<file path="config.mk">
export PLATFORM = sky130hd
export DESIGN_NAME = xmodem_block_framer_flat
export DESIGN_NICKNAME = d
export VERILOG_FILES = /design/src/rtl/core/xmf_pkg.sv /design/src/rtl/core/xmf_in_if.sv /design/src/rtl/core/xmf_out_if.sv /design/src/rtl/core/xmf_datapath.sv /design/src/rtl/core/xmf_ctrl.sv /design/src/rtl/core/xmodem_block_framer.sv /design/src/flat_wrapper.sv
export SDC_FILE = /design/constraint.sdc
export NUM_CORES = 1
export LEC_CHECK = 0
export BUFFER_PORTS_ARGS = -buffer_cell sky130_fd_sc_hd__buf_2
export CORE_MARGIN = 2
export CORE_UTILIZATION = 30
export DETAILED_ROUTE_END_ITERATION = 10
export GPL_TIMING_DRIVEN = 0
export PLACE_DENSITY = 0.47
export SKIP_LAST_GASP = 1
export SLEW_MARGIN = 0
export SYNTH_ARGS = -nofsm -noshare
export SYNTH_HDL_FRONTEND = slang
export SYNTH_HIERARCHICAL = 1
export SYNTH_SLANG_ARGS = --single-unit
</file>
<file path="constraint.sdc">
create_clock -name clk -period 5.4 [get_ports clk]
set_clock_uncertainty 0.1 [all_clocks]
set_input_delay 0.81 -clock clk [delete_from_list [all_inputs] [get_ports clk]]
set_output_delay 0.81 -clock clk [all_outputs]
set_load 0.01 [all_outputs]
</file>
<file path="src/rtl/core/xmf_pkg.sv">
// XMODEM block framer: shared types, constants and the CRC-16 byte update.
// Used by the controller, the datapath and the top level. No dependencies.
`timescale 1ns / 1ps

package xmf_pkg;

  localparam logic       OP_DATA    = 1'b0;
  localparam logic       OP_END     = 1'b1;
  localparam logic [7:0] HDR_SOH    = 8'h01;
  localparam logic [7:0] PAD_BYTE   = 8'h1A;
  localparam logic [6:0] MAX_REPEAT = 7'd127;
  localparam logic [6:0] REPEAT_ONE = 7'd1;
  localparam logic [15:0] CRC_POLY  = 16'h1021;

  // source of the byte loaded into the output register
  typedef enum logic [2:0] {
    SEL_SOH,
    SEL_NUM,
    SEL_CMP,
    SEL_DATA,
    SEL_PAD1,
    SEL_PAD2,
    SEL_CRC_HI,
    SEL_TRL_LO
  } xmf_sel_t;

  typedef struct packed {
    logic     load_in;     // capture the input word
    logic     bn_inc;      // new block starts
    logic     bn_clr;      // end of data
    logic     emit;        // load output register
    xmf_sel_t sel;
    logic     last;
    logic     done;
    logic     take_data;   // fold data byte into sum/crc, count it
    logic     take_pad;    // fold one pad byte into sum/crc, count it
    logic     clear_block; // trailer sent
  } xmf_cmd_t;

  typedef struct packed {
    logic out_free;     // output register can take a word this cycle
    logic block_empty;  // no open block
    logic full_next;    // next byte fills the block
    logic pad_long;     // remaining pad exceeds one repeat run
    logic crc_mode;
    logic opcode;       // opcode on the input channel
  } xmf_stat_t;

  function automatic logic [15:0] crc16_byte(input logic [15:0] crc_in,
                                             input logic [7:0]  b);
    logic [15:0] c;
    c = crc_in ^ {b, 8'h00};
    for (int i = 0; i < 8; i++) begin
      if (c[15]) begin
        c = {c[14:0], 1'b0} ^ CRC_POLY;
      end else begin
        c = {c[14:0], 1'b0};
      end
    end
    return c;
  endfunction

endpackage

</file>
<file path="src/rtl/core/xmf_in_if.sv">
// Input channel of the XMODEM block framer: valid/ready plus one input word.
// No dependencies.
`timescale 1ns / 1ps

interface xmf_in_if;
  logic       valid;
  logic       ready;
  logic       opcode;
  logic [7:0] data_byte;

  modport source (output valid, output opcode, output data_byte, input ready);
  modport sink   (input valid, input opcode, input data_byte, output ready);
endinterface

</file>
<file path="src/rtl/core/xmf_out_if.sv">
// Output channel of the XMODEM block framer: valid/ready plus one framed word.
// No dependencies.
`timescale 1ns / 1ps

interface xmf_out_if;
  logic       valid;
  logic       ready;
  logic [7:0] byte_value;
  logic [6:0] repeat_count;
  logic       block_done;
  logic       last_result;

  modport source (output valid, output byte_value, output repeat_count,
                  output block_done, output last_result, input ready);
  modport sink   (input valid, input byte_value, input repeat_count,
                  input block_done, input last_result, output ready);
endinterface

</file>
<file path="src/rtl/core/xmf_datapath.sv">
// Datapath of the XMODEM block framer: block state, checksum/CRC, pad sizing
// and the output register. Depends on xmf_pkg.
`timescale 1ns / 1ps

module xmf_datapath
  import xmf_pkg::*;
#(
  parameter int BLOCK_DATA_BYTES = 128
) (
  input  logic       clk,
  input  logic       rst,
  input  logic       cfg_we,
  input  logic       cfg_wdata,
  input  logic       opcode,
  input  logic [7:0] data_byte,
  input  xmf_cmd_t   cmd,
  output xmf_stat_t  stat,
  input  logic       out_ready,
  output logic       out_valid,
  output logic [7:0] byte_value,
  output logic [6:0] repeat_count,
  output logic       block_done,
  output logic       last_result
);

  localparam int CW = $clog2(BLOCK_DATA_BYTES);
  // pad arithmetic needs room for a full 7-bit repeat run
  localparam int PW = (CW + 1 > 8) ? CW + 1 : 8;
  localparam logic [CW-1:0] LAST_IDX = CW'(BLOCK_DATA_BYTES - 1);
  localparam logic [PW-1:0] BLK_LEN  = PW'(BLOCK_DATA_BYTES);
  localparam logic [PW-1:0] RUN_LEN  = PW'(MAX_REPEAT);

  logic          crc_mode;
  logic [7:0]    block_number;
  logic [CW-1:0] bytes_in_block;
  logic [7:0]    running_sum;
  logic [15:0]   running_crc;
  logic [7:0]    in_byte;

  logic [PW-1:0] pad_rem;
  logic [PW-1:0] pad_rem2;
  logic [6:0]    chunk1;
  logic [6:0]    chunk2;
  logic [7:0]    fold_byte;
  logic [7:0]    byte_next;
  logic [6:0]    repeat_next;

  assign pad_rem  = BLK_LEN - PW'(bytes_in_block);
  assign pad_rem2 = pad_rem - RUN_LEN;
  assign chunk1   = (pad_rem > RUN_LEN) ? MAX_REPEAT : pad_rem[6:0];
  assign chunk2   = (pad_rem2 > RUN_LEN) ? MAX_REPEAT : pad_rem2[6:0];

  assign fold_byte = cmd.take_pad ? PAD_BYTE : in_byte;

  always_comb begin
    repeat_next = REPEAT_ONE;
    unique case (cmd.sel)
      SEL_SOH:    byte_next = HDR_SOH;
      SEL_NUM:    byte_next = block_number;
      SEL_CMP:    byte_next = ~block_number;
      SEL_DATA:   byte_next = in_byte;
      SEL_PAD1: begin
        byte_next   = PAD_BYTE;
        repeat_next = chunk1;
      end
      SEL_PAD2: begin
        byte_next   = PAD_BYTE;
        repeat_next = chunk2;
      end
      SEL_CRC_HI: byte_next = running_crc[15:8];
      SEL_TRL_LO: byte_next = crc_mode ? running_crc[7:0] : running_sum;
      default:    byte_next = HDR_SOH;
    endcase
  end

  always_ff @(posedge clk) begin
    if (rst) begin
      crc_mode       <= 1'b1;
      block_number   <= '0;
      bytes_in_block <= '0;
      running_sum    <= '0;
      running_crc    <= '0;
    end else begin
      if (cfg_we) begin
        crc_mode <= cfg_wdata;
      end
      if (cmd.bn_inc) begin
        block_number <= block_number + 8'd1;
      end else if (cmd.bn_clr) begin
        block_number <= '0;
      end
      if (cmd.clear_block) begin
        bytes_in_block <= '0;
        running_sum    <= '0;
        running_crc    <= '0;
      end else if (cmd.take_data || cmd.take_pad) begin
        bytes_in_block <= bytes_in_block + CW'(1);
        running_sum    <= running_sum + fold_byte;
        running_crc    <= crc16_byte(running_crc, fold_byte);
      end
    end
  end

  always_ff @(posedge clk) begin
    if (cmd.load_in) begin
      in_byte <= data_byte;
    end
  end

  // output register
  always_ff @(posedge clk) begin
    if (rst) begin
      out_valid <= 1'b0;
    end else if (cmd.emit) begin
      out_valid <= 1'b1;
    end else if (out_ready) begin
      out_valid <= 1'b0;
    end
  end

  always_ff @(posedge clk) begin
    if (cmd.emit) begin
      byte_value   <= byte_next;
      repeat_count <= repeat_next;
      block_done   <= cmd.done;
      last_result  <= cmd.last;
    end
  end

  assign stat.out_free    = !out_valid || out_ready;
  assign stat.block_empty = (bytes_in_block == '0);
  assign stat.full_next   = (bytes_in_block == LAST_IDX);
  assign stat.pad_long    = (pad_rem > RUN_LEN);
  assign stat.crc_mode    = crc_mode;
  assign stat.opcode      = opcode;

endmodule

</file>
<file path="src/rtl/core/xmf_ctrl.sv">
// Controller of the XMODEM block framer: sequences header, data, padding,
// pad folding and trailer words. Depends on xmf_pkg.
`timescale 1ns / 1ps

module xmf_ctrl
  import xmf_pkg::*;
(
  input  logic      clk,
  input  logic      rst,
  input  logic      in_valid,
  output logic      in_ready,
  input  xmf_stat_t stat,
  output xmf_cmd_t  cmd
);

  typedef enum logic [9:0] {
    ST_IDLE   = 10'b00_0000_0001,
    ST_SOH    = 10'b00_0000_0010,
    ST_NUM    = 10'b00_0000_0100,
    ST_CMP    = 10'b00_0000_1000,
    ST_DATA   = 10'b00_0001_0000,
    ST_PAD_A  = 10'b00_0010_0000,
    ST_PAD_B  = 10'b00_0100_0000,
    ST_FILL   = 10'b00_1000_0000,
    ST_TRL_HI = 10'b01_0000_0000,
    ST_TRL_LO = 10'b10_0000_0000
  } xmf_state_t;

  xmf_state_t state;
  xmf_state_t state_next;
  xmf_state_t trl_state;

  assign trl_state = stat.crc_mode ? ST_TRL_HI : ST_TRL_LO;

  always_comb begin
    cmd        = '0;
    cmd.sel    = SEL_SOH;
    in_ready   = 1'b0;
    state_next = state;
    unique case (state)
      ST_IDLE: begin
        in_ready = 1'b1;
        if (in_valid) begin
          cmd.load_in = 1'b1;
          if (stat.opcode == OP_DATA) begin
            if (stat.block_empty) begin
              cmd.bn_inc = 1'b1;
              state_next = ST_SOH;
            end else begin
              state_next = ST_DATA;
            end
          end else begin
            cmd.bn_clr = 1'b1;
            if (!stat.block_empty) begin
              state_next = ST_PAD_A;
            end
          end
        end
      end
      ST_SOH: begin
        if (stat.out_free) begin
          cmd.emit   = 1'b1;
          cmd.sel    = SEL_SOH;
          state_next = ST_NUM;
        end
      end
      ST_NUM: begin
        if (stat.out_free) begin
          cmd.emit   = 1'b1;
          cmd.sel    = SEL_NUM;
          state_next = ST_CMP;
        end
      end
      ST_CMP: begin
        if (stat.out_free) begin
          cmd.emit   = 1'b1;
          cmd.sel    = SEL_CMP;
          state_next = ST_DATA;
        end
      end
      ST_DATA: begin
        if (stat.out_free) begin
          cmd.emit      = 1'b1;
          cmd.sel       = SEL_DATA;
          cmd.take_data = 1'b1;
          cmd.last      = !stat.full_next;
          state_next    = stat.full_next ? trl_state : ST_IDLE;
        end
      end
      ST_PAD_A: begin
        if (stat.out_free) begin
          cmd.emit   = 1'b1;
          cmd.sel    = SEL_PAD1;
          state_next = stat.pad_long ? ST_PAD_B : ST_FILL;
        end
      end
      ST_PAD_B: begin
        if (stat.out_free) begin
          cmd.emit   = 1'b1;
          cmd.sel    = SEL_PAD2;
          state_next = ST_FILL;
        end
      end
      ST_FILL: begin
        // one pad byte folded into sum and crc per cycle
        cmd.take_pad = 1'b1;
        if (stat.full_next) begin
          state_next = trl_state;
        end
      end
      ST_TRL_HI: begin
        if (stat.out_free) begin
          cmd.emit   = 1'b1;
          cmd.sel    = SEL_CRC_HI;
          state_next = ST_TRL_LO;
        end
      end
      ST_TRL_LO: begin
        if (stat.out_free) begin
          cmd.emit        = 1'b1;
          cmd.sel         = SEL_TRL_LO;
          cmd.done        = 1'b1;
          cmd.last        = 1'b1;
          cmd.clear_block = 1'b1;
          state_next      = ST_IDLE;
        end
      end
      default: begin
        state_next = ST_IDLE;
      end
    endcase
  end

  always_ff @(posedge clk) begin
    if (rst) begin
      state <= ST_IDLE;
    end else begin
      state <= state_next;
    end
  end

endmodule

</file>
<file path="src/rtl/core/xmodem_block_framer.sv">
// XMODEM block framer. Takes one input word at a time and returns to accepting
// only when every framed word it causes has been loaded into the output
// register. A data byte is accepted, then loaded as a data word; the first byte of a
// block adds 3 header words, and the byte that fills a block adds 1 trailer
// word in checksum mode or 2 in CRC mode. An end-of-data word with no open
// block is only accepted; otherwise it is followed by 1 or 2 pad words, then the
// pad bytes are folded into the sum and CRC one byte per cycle, then the trailer.
// Backpressure on the output delays each word load while a loaded word waits
// on out_ch.ready. crc_mode resets to 1 (CRC-16) and may be written whenever
// the framer is idle.
`timescale 1ns / 1ps

module xmodem_block_framer
  import xmf_pkg::*;
#(
  parameter int BLOCK_DATA_BYTES = 128
) (
  input  logic clk,
  input  logic rst,
  xmf_in_if.sink    in_ch,
  xmf_out_if.source out_ch,
  input  logic cfg_we,
  input  logic cfg_wdata
);

  xmf_cmd_t  cmd;
  xmf_stat_t stat;

  xmf_ctrl u_ctrl (
    .clk      (clk),
    .rst      (rst),
    .in_valid (in_ch.valid),
    .in_ready (in_ch.ready),
    .stat     (stat),
    .cmd      (cmd)
  );

  xmf_datapath #(
    .BLOCK_DATA_BYTES (BLOCK_DATA_BYTES)
  ) u_datapath (
    .clk          (clk),
    .rst          (rst),
    .cfg_we       (cfg_we),
    .cfg_wdata    (cfg_wdata),
    .opcode       (in_ch.opcode),
    .data_byte    (in_ch.data_byte),
    .cmd          (cmd),
    .stat         (stat),
    .out_ready    (out_ch.ready),
    .out_valid    (out_ch.valid),
    .byte_value   (out_ch.byte_value),
    .repeat_count (out_ch.repeat_count),
    .block_done   (out_ch.block_done),
    .last_result  (out_ch.last_result)
  );

  // a data word always produces output, so the framer goes busy
  a_data_busy: assert property (@(posedge clk) disable iff (rst)
    in_ch.valid && in_ch.ready && in_ch.opcode == OP_DATA |=> !in_ch.ready)
    else $error("framer ready right after taking a data word");

  a_done_last: assert property (@(posedge clk) disable iff (rst)
    out_ch.valid && out_ch.block_done |-> out_ch.last_result)
    else $error("block trailer not flagged as last word");

  a_repeat_pad: assert property (@(posedge clk) disable iff (rst)
    out_ch.valid && out_ch.repeat_count != REPEAT_ONE |-> out_ch.byte_value == PAD_BYTE)
    else $error("repeat run on a non-pad word");

  a_repeat_nz: assert property (@(posedge clk) disable iff (rst)
    out_ch.valid |-> out_ch.repeat_count != 7'd0)
    else $error("zero repeat count");

endmodule
</file>
<file path="src/flat_wrapper.sv">
// flat-port wrapper written by rule: the top's interface ports become plain ports
module xmodem_block_framer_flat import xmf_pkg::*;
#(
  parameter int BLOCK_DATA_BYTES = 128
)
  (clk, rst, cfg_we, cfg_wdata, in_ch_valid, in_ch_opcode, in_ch_data_byte, in_ch_ready, out_ch_valid, out_ch_byte_value, out_ch_repeat_count, out_ch_block_done, out_ch_last_result, out_ch_ready);
  xmf_in_if in_ch_i ();
  xmf_out_if out_ch_i ();
  input  logic clk;
  input  logic rst;
  input  logic cfg_we;
  input  logic cfg_wdata;
  input wire logic [$bits(in_ch_i.valid)-1:0] in_ch_valid;
  input wire logic [$bits(in_ch_i.opcode)-1:0] in_ch_opcode;
  input wire logic [$bits(in_ch_i.data_byte)-1:0] in_ch_data_byte;
  output wire logic [$bits(in_ch_i.ready)-1:0] in_ch_ready;
  output wire logic [$bits(out_ch_i.valid)-1:0] out_ch_valid;
  output wire logic [$bits(out_ch_i.byte_value)-1:0] out_ch_byte_value;
  output wire logic [$bits(out_ch_i.repeat_count)-1:0] out_ch_repeat_count;
  output wire logic [$bits(out_ch_i.block_done)-1:0] out_ch_block_done;
  output wire logic [$bits(out_ch_i.last_result)-1:0] out_ch_last_result;
  input wire logic [$bits(out_ch_i.ready)-1:0] out_ch_ready;
  assign in_ch_i.valid = in_ch_valid;
  assign in_ch_i.opcode = in_ch_opcode;
  assign in_ch_i.data_byte = in_ch_data_byte;
  assign in_ch_ready = in_ch_i.ready;
  assign out_ch_valid = out_ch_i.valid;
  assign out_ch_byte_value = out_ch_i.byte_value;
  assign out_ch_repeat_count = out_ch_i.repeat_count;
  assign out_ch_block_done = out_ch_i.block_done;
  assign out_ch_last_result = out_ch_i.last_result;
  assign out_ch_i.ready = out_ch_ready;
  xmodem_block_framer #(.BLOCK_DATA_BYTES(BLOCK_DATA_BYTES)) u_core (.clk(clk), .rst(rst), .in_ch(in_ch_i), .out_ch(out_ch_i), .cfg_we(cfg_we), .cfg_wdata(cfg_wdata));
endmodule
</file>
==> impl_metrics.prom, run 1 <==
# TYPE chip_impl_metric gauge
chip_impl_info{name="status",value="finished clean"} 1
chip_impl_metric{name="postSynthRegisterBits",unit=""} 76
chip_impl_metric{name="postSynthNetCount",unit=""} 553
chip_impl_metric{name="cap_viol_max_count",unit=""} 0
chip_impl_metric{name="clock_insertion_delay_worst_skew",unit="ns"} 0.35
chip_impl_metric{name="cts-htree-levels",unit=""} 3
chip_impl_metric{name="post_drt_wl_per_cell",unit="um"} 15.7
chip_impl_metric{name="slew_headroom",unit="%"} 39.0
chip_impl_metric{name="groute.usage.overall",unit="%"} 15.4
chip_impl_info{name="yosysTopAreaCell",value="sky130_fd_sc_hd__dfxtp_1"} 1
chip_impl_metric{name="first_global_vias",unit=""} 3757
chip_impl_metric{name="yosys.area_share.xor_xnor",unit="%"} 8.11
chip_impl_metric{name="layout-drive-gt1-share",unit="%"} 15.2
chip_impl_metric{name="cts_inserted_buffers",unit=""} 9
chip_impl_metric{name="globalRoute.totalOverflow",unit=""} 0
chip_impl_metric{name="post_synth_arst_share",unit="%"} 0
chip_impl_metric{name="timing.final.max_slew_violations",unit=""} 0
chip_impl_metric{name="die_width",unit="um"} 127
chip_impl_metric{name="placement.setup.worst_slack",unit="ns"} 1.39
chip_impl_metric{name="clkSlewWorstSetupHoldPaths",unit="ns"} 0.06
chip_impl_metric{name="met2WireLength",unit="um"} 5610
chip_impl_metric{name="crit_required",unit="ns"} 5.37
chip_impl_metric{name="core.rowCount",unit=""} 44
chip_impl_metric{name="multiInputGateArea",unit="um2"} 2550
chip_impl_metric{name="synth_fa_ha_area_share",unit="%"} 3.48
chip_impl_metric{name="worstMarginPinSlew",unit="ns"} 0.915
chip_impl_info{name="cts_tree",value="done"} 1
chip_impl_metric{name="muxShareOfSynthArea",unit="%"} 2.95
chip_impl_metric{name="internal-power",unit="mW"} 1.36
chip_impl_metric{name="die_h",unit="um"} 127
chip_impl_metric{name="floorplan.initialDensity",unit="%"} 31.0
chip_impl_metric{name="synthSimpleGateAreaFrac",unit="%"} 22.6
chip_impl_metric{name="core_area",unit="um2"} 14600
chip_impl_metric{name="met3RoutedLength",unit="um"} 510
chip_impl_metric{name="synth_enable_flop_cells",unit=""} 25
chip_impl_metric{name="max_freq",unit="MHz"} 247
chip_impl_metric{name="cts_resized",unit=""} 0
chip_impl_metric{name="cts.path.max_buffers",unit=""} 2
chip_impl_metric{name="drc_errors",unit=""} 0
chip_impl_metric{name="clock_power_share",unit="%"} 38.0
chip_impl_metric{name="worstHoldPathCells",unit=""} 2
chip_impl_info{name="synth_area_leaders",value="sky130_fd_sc_hd__dfxtp_1 (23%), sky130_fd_sc_hd__edfxtp_1 (17%), sky130_fd_sc_hd__xnor2_1 (5.4%)"} 1
chip_impl_metric{name="num-fill-cells",unit=""} 1527
chip_impl_metric{name="hold_viol_final",unit=""} 0
chip_impl_metric{name="dr.first_iter.drc_count",unit=""} 239
chip_impl_metric{name="count_of_mapped_cells_out_of_synthesis",unit=""} 526
chip_impl_metric{name="critical_path_arrival",unit="ns"} 4.02
chip_impl_metric{name="post-cts-setup-buffers",unit=""} 0
chip_impl_metric{name="cts_num_sinks",unit=""} 76
chip_impl_metric{name="post_synth_instance_area",unit="um2"} 4530
chip_impl_info{name="yosys-top-cells-count",value="sky130_fd_sc_hd__nand2_1 (52), sky130_fd_sc_hd__nor2_1 (52), sky130_fd_sc_hd__dfxtp_1 (51), sky130_fd_sc_hd__a21oi_1 (48), sky130_fd_sc_hd__o21ai_0 (34)"} 1
chip_impl_metric{name="met1_length",unit="um"} 5620
chip_impl_metric{name="combinationalPowerShare",unit="%"} 26.8
chip_impl_info{name="hold_path.class",value="flop to flop"} 1
chip_impl_metric{name="holdWs",unit="ns"} 0.383
chip_impl_metric{name="flow.area_growth_from_synthesis",unit="%"} 16.6
chip_impl_metric{name="num_io_pins",unit=""} 34
chip_impl_metric{name="grt_start_max_net_pins",unit=""} 20
chip_impl_metric{name="ir_drop",unit="mV"} 0.242
chip_impl_metric{name="timing.reg2reg.worst_path_depth",unit=""} 10
chip_impl_metric{name="total_switching_power",unit="mW"} 0.595
chip_impl_metric{name="synth_area_in_compound_gates",unit="%"} 19.1
chip_impl_metric{name="layout.nets",unit=""} 596
chip_impl_metric{name="yosysTopAreaCellShare",unit="%"} 22.5
chip_impl_metric{name="postSynthAreaPerCell",unit="um2"} 8.62
chip_impl_metric{name="ctsHoldBuffers",unit=""} 0
chip_impl_info{name="maxUsedRoutingLayer",value="met4"} 1
chip_impl_info{name="timing.critical_path.to_type",value="flop"} 1
chip_impl_metric{name="grt_antenna_before_repair",unit=""} 0
chip_impl_metric{name="final_antenna_net_count",unit=""} 0
chip_impl_info{name="synth_top_family_by_area",value="simple AND/OR/NAND/NOR gates"} 1
chip_impl_metric{name="power.static_leakage",unit="nW"} 1.92
chip_impl_metric{name="drt-vias-per-instance",unit=""} 5.14
chip_impl_metric{name="postLayoutSetupSlackWorst",unit="ns"} 1.36
chip_impl_metric{name="placer_congestion_estimate",unit=""} 0.874
chip_impl_info{name="postSynth.topFlopCell",value="sky130_fd_sc_hd__dfxtp_1"} 1
chip_impl_metric{name="setup_tns",unit="ns"} 0
chip_impl_metric{name="grt_first_pass_wirelength",unit="um"} 19300
chip_impl_metric{name="numPortBuffers",unit=""} 32
chip_impl_metric{name="design.die.area",unit="um2"} 16100
chip_impl_metric{name="final_min_period_over_clock_period",unit="%"} 74.8
chip_impl_metric{name="yosysWarningCount",unit=""} 6
chip_impl_metric{name="post_synth_num_cell_types",unit=""} 73
chip_impl_metric{name="switching_share",unit="%"} 30.5
chip_impl_info{name="rsz0062_at_grt",value="false"} 1
chip_impl_metric{name="first_pass_iters",unit=""} 5
chip_impl_metric{name="layout_min_cycle_time",unit="ns"} 4.04
chip_impl_metric{name="finalSetupViolations",unit=""} 0
chip_impl_metric{name="layout.area.seq",unit="um2"} 1770
chip_impl_info{name="critical_path.startpoint_type",value="flop"} 1
chip_impl_metric{name="ys_seq_area_share",unit="%"} 39.1
chip_impl_metric{name="dr_total_vias",unit=""} 3897
chip_impl_metric{name="routed_wirelength",unit="um"} 11900
chip_impl_info{name="clock_root_buffer",value="sky130_fd_sc_hd__clkbuf_16"} 1
chip_impl_metric{name="crit_fanout",unit=""} 19
chip_impl_metric{name="insertedDiodeCount",unit=""} 0
chip_impl_metric{name="sequentialPowerShare",unit="%"} 35.2
chip_impl_metric{name="dp.final_hpwl",unit="um"} 8930
chip_impl_info{name="crit_type",value="flop to flop"} 1
chip_impl_metric{name="powerDensity",unit="nW/um2"} 369
## per-stage QoR
stage	cell area, um2	power [mW]	utilization, %	cells
finish	5290	1.95	36.1	758
global placement	4920	1.22	33.6	742
global route	5290	2.06	36.1	758
floorplan	4530	1.08	-	526
CTS	5290	1.98	36.1	758
detailed placement	4920	1.22	33.6	742
## registers in the layout, indices dropped and copies added (netlist names)
name and cells:
u_core/u_datapath/running_sum 8, u_core/u_datapath/in_byte 8, u_core/u_datapath/block_done 1, u_core/u_datapath/last_result 1
u_core/u_datapath/repeat_count 7, u_core/u_datapath/out_valid 1, u_core/u_datapath/crc_mode 1, u_core/u_datapath/block_number 8
u_core/u_datapath/byte_value 8, u_core/u_ctrl/state 10, u_core/u_datapath/running_crc 16, u_core/u_datapath/bytes_in_block 7
## layout by cell type (no fill, tap or decap), types with 3 or more instances in the layout
cell type	count
sky130_fd_sc_hd__nor2_1	52
sky130_fd_sc_hd__dfxtp_1	51
sky130_fd_sc_hd__buf_4	4
sky130_fd_sc_hd__a211oi_1	6
sky130_fd_sc_hd__inv_1	13
sky130_fd_sc_hd__nor4b_1	4
sky130_fd_sc_hd__ha_1	11
sky130_fd_sc_hd__nand2b_1	5
sky130_fd_sc_hd__o22ai_1	5
sky130_fd_sc_hd__nand2_1	52
sky130_fd_sc_hd__edfxtp_1	25
sky130_fd_sc_hd__xor2_1	9
sky130_fd_sc_hd__a221oi_1	4
sky130_fd_sc_hd__o21ai_0	34
sky130_fd_sc_hd__buf_2	42
sky130_fd_sc_hd__xnor2_1	28
sky130_fd_sc_hd__nand3_1	16
sky130_fd_sc_hd__a21o_1	3
sky130_fd_sc_hd__nor3_1	10
sky130_fd_sc_hd__or2_2	6
sky130_fd_sc_hd__nor4_1	4
sky130_fd_sc_hd__or3_1	5
sky130_fd_sc_hd__nand4_1	9
sky130_fd_sc_hd__mux2i_1	10
sky130_fd_sc_hd__o21ba_2	3
sky130_fd_sc_hd__and2_1	5
sky130_fd_sc_hd__a21oi_1	48
sky130_fd_sc_hd__nor2b_1	7
sky130_fd_sc_hd__bufinv_16	4
sky130_fd_sc_hd__clkbuf_16	9
sky130_fd_sc_hd__mux2_2	3
sky130_fd_sc_hd__o211ai_1	6
sky130_fd_sc_hd__nand3b_1	4
sky130_fd_sc_hd__clkbuf_1	18
sky130_fd_sc_hd__and3_1	5
sky130_fd_sc_hd__o21a_1	6
## final timing paths
path                                                        from                           endpoint  slack, ns
worst max-delay path                      u_core/u_ctrl/state[2]  u_core/u_datapath/repeat_count[1]       1.36
worst min-delay path            u_core/u_datapath/running_crc[0]   u_core/u_datapath/running_crc[0]       0.38
worst max register to register            u_core/u_ctrl/state[2]  u_core/u_datapath/repeat_count[1]       1.36
worst min register to register  u_core/u_datapath/running_crc[0]   u_core/u_datapath/running_crc[0]       0.38
## layout make-up
cell class | instances | area share [%]
multi-input cells | 402 | 48.2
flip-flops and latches | 76 | 33.5
well taps | 184 | 4.35
clock buffers | 9 | 4.26
plain buffers | 34 | 3.08
repair buffers | 32 | 3.03
clock inverters | 7 | 2.60
inverters | 14 | 0.994
## layer usage
layer,global-route usage [%],vias to the layer above
met3,3.54,14
met4,5.69,0
met2,25.2,80
met1,19.9,1839
met5,0,-
li1,-,1964
## critical path: stages (launching register included)
cell and delay, ns:
sky130_fd_sc_hd__dfxtp_1 0.29, sky130_fd_sc_hd__buf_2 0.15, sky130_fd_sc_hd__nor4_2 0.47, sky130_fd_sc_hd__nand3b_1 0.25
sky130_fd_sc_hd__a21oi_2 0.27, sky130_fd_sc_hd__o21a_1 0.78, sky130_fd_sc_hd__o31a_1 0.39, sky130_fd_sc_hd__nand3_1 0.24
sky130_fd_sc_hd__a41o_2 0.33, sky130_fd_sc_hd__or2_2 0.32, sky130_fd_sc_hd__o311ai_0 0.17
## power groups by stage
stage          clock [mW]  sequential (mW)  combinational (mW)
2_1_floorplan           0            0.703               0.374
6_report            0.743            0.687               0.523
5_1_grt             0.784            0.693               0.582
4_1_cts             0.764            0.688               0.525
3_3_place_gp            0            0.699               0.521
3_5_place_dp            0            0.699               0.523
## logic make-up after synthesis
family | Yosys count
and+or+nand+nor | 199
AOI/OAI and AO/OA | 139
DFF | 76
buffers and inverters | 48
xor gates and xnor gates | 39
muxes | 13
adders and majority gates | 12
(Power assumes the default switching activity.)
==> run 2: changes to the inputs <==
- clock period: 5.4 -> 3.77 ns (I/O delays scaled with it)
==> run 2 against run 1 <==
Effect of this change:
- setup slack worse by 1.1 ns
- count of clock-buffer cells in the layout stayed put
- flip-flop and latch count stayed put
- die area stayed put
- sequential power is 44% higher
- first-iteration DRC count is 31% higher
- combinational power is 46% higher
- via count is 1.4% higher
- maximum frequency is 16% higher
- critical path type unchanged
==> impl_metrics.prom, run 2 (synthesis results as in run 1) <==
# TYPE chip_impl_metric gauge
chip_impl_metric{name="crit_fanout",unit=""} 19
chip_impl_metric{name="dr.first_iter.drc_count",unit=""} 313
chip_impl_metric{name="final_antenna_net_count",unit=""} 0
chip_impl_metric{name="floorplan.initialDensity",unit="%"} 31.0
chip_impl_metric{name="grt_antenna_before_repair",unit=""} 0
chip_impl_metric{name="ir_drop",unit="mV"} 0.348
chip_impl_metric{name="timing.final.max_slew_violations",unit=""} 0
chip_impl_metric{name="crit_required",unit="ns"} 3.75
chip_impl_metric{name="placer_congestion_estimate",unit=""} 0.874
chip_impl_metric{name="cts_inserted_buffers",unit=""} 9
chip_impl_info{name="largest_register",value="u_core/u_datapath/running_crc"} 1
chip_impl_metric{name="drt-vias-per-instance",unit=""} 5.21
chip_impl_metric{name="die_width",unit="um"} 127
chip_impl_info{name="layout_top_registers",value="u_core/u_datapath/running_crc (16), u_core/u_ctrl/state (10)"} 1
chip_impl_info{name="mostFrequentLayoutCells",value="sky130_fd_sc_hd__nor2_1 (52), sky130_fd_sc_hd__nand2_1 (52), sky130_fd_sc_hd__dfxtp_1 (51), sky130_fd_sc_hd__a21oi_1 (48), sky130_fd_sc_hd__buf_2 (42)"} 1
chip_impl_metric{name="dr_total_vias",unit=""} 3950
chip_impl_metric{name="ctsHoldBuffers",unit=""} 0
chip_impl_metric{name="timing.reg2reg.worst_path_depth",unit=""} 10
chip_impl_metric{name="worstHoldPathCells",unit=""} 1
chip_impl_info{name="status",value="finished clean"} 1
chip_impl_metric{name="num-fill-cells",unit=""} 1523
chip_impl_metric{name="worstMarginPinSlew",unit="ns"} 0.815
chip_impl_metric{name="final_cell_count_no_fill",unit=""} 758
chip_impl_metric{name="grt_start_max_net_pins",unit=""} 20
chip_impl_metric{name="hold_viol_final",unit=""} 0
chip_impl_metric{name="numPortBuffers",unit=""} 32
chip_impl_metric{name="place.detailed.instances",unit=""} 742
chip_impl_metric{name="post-cts-setup-buffers",unit=""} 0
chip_impl_metric{name="num_io_pins",unit=""} 34
chip_impl_metric{name="max_freq",unit="MHz"} 288
chip_impl_metric{name="critical_path_arrival",unit="ns"} 3.45
chip_impl_metric{name="core_area",unit="um2"} 14600
chip_impl_info{name="rsz0062_at_grt",value="false"} 1
chip_impl_metric{name="cts_num_sinks",unit=""} 76
chip_impl_metric{name="final_min_period_over_clock_period",unit="%"} 92.0
chip_impl_metric{name="routed_wirelength",unit="um"} 12000
chip_impl_metric{name="finalSetupViolations",unit=""} 0
chip_impl_metric{name="insertedDiodeCount",unit=""} 0
chip_impl_metric{name="placement.setup.worst_slack",unit="ns"} -0.241
chip_impl_metric{name="flow.area_growth_from_synthesis",unit="%"} 17.1
chip_impl_metric{name="layout-drive-gt1-share",unit="%"} 15.5
chip_impl_metric{name="cts-htree-levels",unit=""} 3
chip_impl_metric{name="groute.usage.overall",unit="%"} 15.4
chip_impl_metric{name="post_drt_wl_per_cell",unit="um"} 15.9
chip_impl_metric{name="powerDensity",unit="nW/um2"} 530
chip_impl_metric{name="cts.path.max_buffers",unit=""} 2
chip_impl_metric{name="clkSlewWorstSetupHoldPaths",unit="ns"} 0.06
chip_impl_metric{name="layout_min_cycle_time",unit="ns"} 3.47
chip_impl_metric{name="first_global_vias",unit=""} 3757
chip_impl_metric{name="drc_errors",unit=""} 0
chip_impl_metric{name="postLayoutSetupSlackWorst",unit="ns"} 0.301
chip_impl_metric{name="dp.final_hpwl",unit="um"} 8930
chip_impl_metric{name="core.rowCount",unit=""} 44
chip_impl_metric{name="first_pass_iters",unit=""} 5
chip_impl_metric{name="layout.nets",unit=""} 596
chip_impl_metric{name="design.die.area",unit="um2"} 16100
chip_impl_metric{name="cap_viol_max_count",unit=""} 0
chip_impl_info{name="timing.critical_path.to_type",value="flop"} 1
chip_impl_info{name="hold_path.class",value="input port to flop"} 1
chip_impl_metric{name="globalRoute.totalOverflow",unit=""} 0
chip_impl_info{name="clock_root_buffer",value="sky130_fd_sc_hd__clkbuf_16"} 1
chip_impl_metric{name="die_h",unit="um"} 127
chip_impl_metric{name="flip_flop_count_of_the_largest_register_after_layout",unit=""} 16
chip_impl_info{name="critical_path.startpoint_type",value="flop"} 1
chip_impl_metric{name="holdWs",unit="ns"} 0.290
chip_impl_metric{name="slew_headroom",unit="%"} 45.3
chip_impl_info{name="cts_tree",value="done"} 1
chip_impl_metric{name="grt_first_pass_wirelength",unit="um"} 19300
chip_impl_metric{name="power.static_leakage",unit="nW"} 1.92
chip_impl_metric{name="clock_insertion_delay_worst_skew",unit="ns"} 0.35
chip_impl_info{name="crit_type",value="flop to flop"} 1
run 2: layout make-up:
| cell class | instances | area, um2 | share of cell area (%) |
|---|---|---|---|
| clock buffers | 9 | 225 | 4.24 |
| inverters | 14 | 52.6 | 0.990 |
| well taps | 184 | 230 | 4.34 |
| repair buffers | 32 | 160 | 3.02 |
| multi-input cells | 402 | 2570 | 48.4 |
| clock inverters | 7 | 138 | 2.59 |
| plain buffers | 34 | 163 | 3.06 |
| flip-flops and latches | 76 | 1770 | 33.4 |
run 2: repair_timing:
item                       4_1_cts  5_1_grt
gates resized for setup          1        3
setup endpoints to repair        7       10
gates cloned                     0        0
run 2: final timing paths:
check | slack, ns | from | to
max | 0.30 | u_core/u_ctrl/state[2] | u_core/u_datapath/repeat_count[1]
min | 0.29 | in_ch_data_byte[4] | u_core/u_datapath/in_byte[4]
max reg2reg | 0.30 | u_core/u_ctrl/state[2] | u_core/u_datapath/repeat_count[1]
min reg2reg | 0.38 | u_core/u_datapath/running_crc[0] | u_core/u_datapath/running_crc[0]
run 2: routing by layer:
metal	vias to the layer above	track usage [%]	share of wire [%]
met2	92	25.2	47
li1	1965	-	-
met1	1877	19.9	47
met4	0	5.69	1.7
met3	16	3.54	4.2
met5	-	0	0
run 2: critical path, cell delays in order, from the launching register on:
cell and delay, ns:
sky130_fd_sc_hd__dfxtp_1 0.29, sky130_fd_sc_hd__buf_2 0.16, sky130_fd_sc_hd__nor4_4 0.36, sky130_fd_sc_hd__nand3b_1 0.23
sky130_fd_sc_hd__a21oi_2 0.28, sky130_fd_sc_hd__o21a_4 0.37, sky130_fd_sc_hd__o31a_1 0.33, sky130_fd_sc_hd__nand3_1 0.25
sky130_fd_sc_hd__a41o_2 0.34, sky130_fd_sc_hd__or2_2 0.32, sky130_fd_sc_hd__o311ai_0 0.17
run 2: power breakdown:
part / total (mW) / internal [mW] / switching (mW)
clock network: 1.06 / 0.712 / 0.352
logic: 0.762 / 0.293 / 0.470
registers: 0.986 / 0.946 / 0.0393
run 2: metrics by stage:
step | util [%] | instance area (um2) | total power, mW | TNS [ns]
detailed placement | 33.6 | 4920 | 1.75 | -0.446
floorplan | - | 4530 | 1.54 | 0
finish | 36.3 | 5310 | 2.81 | 0
global placement | 33.6 | 4920 | 1.75 | -0.438
global route | 36.3 | 5310 | 2.96 | 0
CTS | 36.1 | 5290 | 2.83 | 0
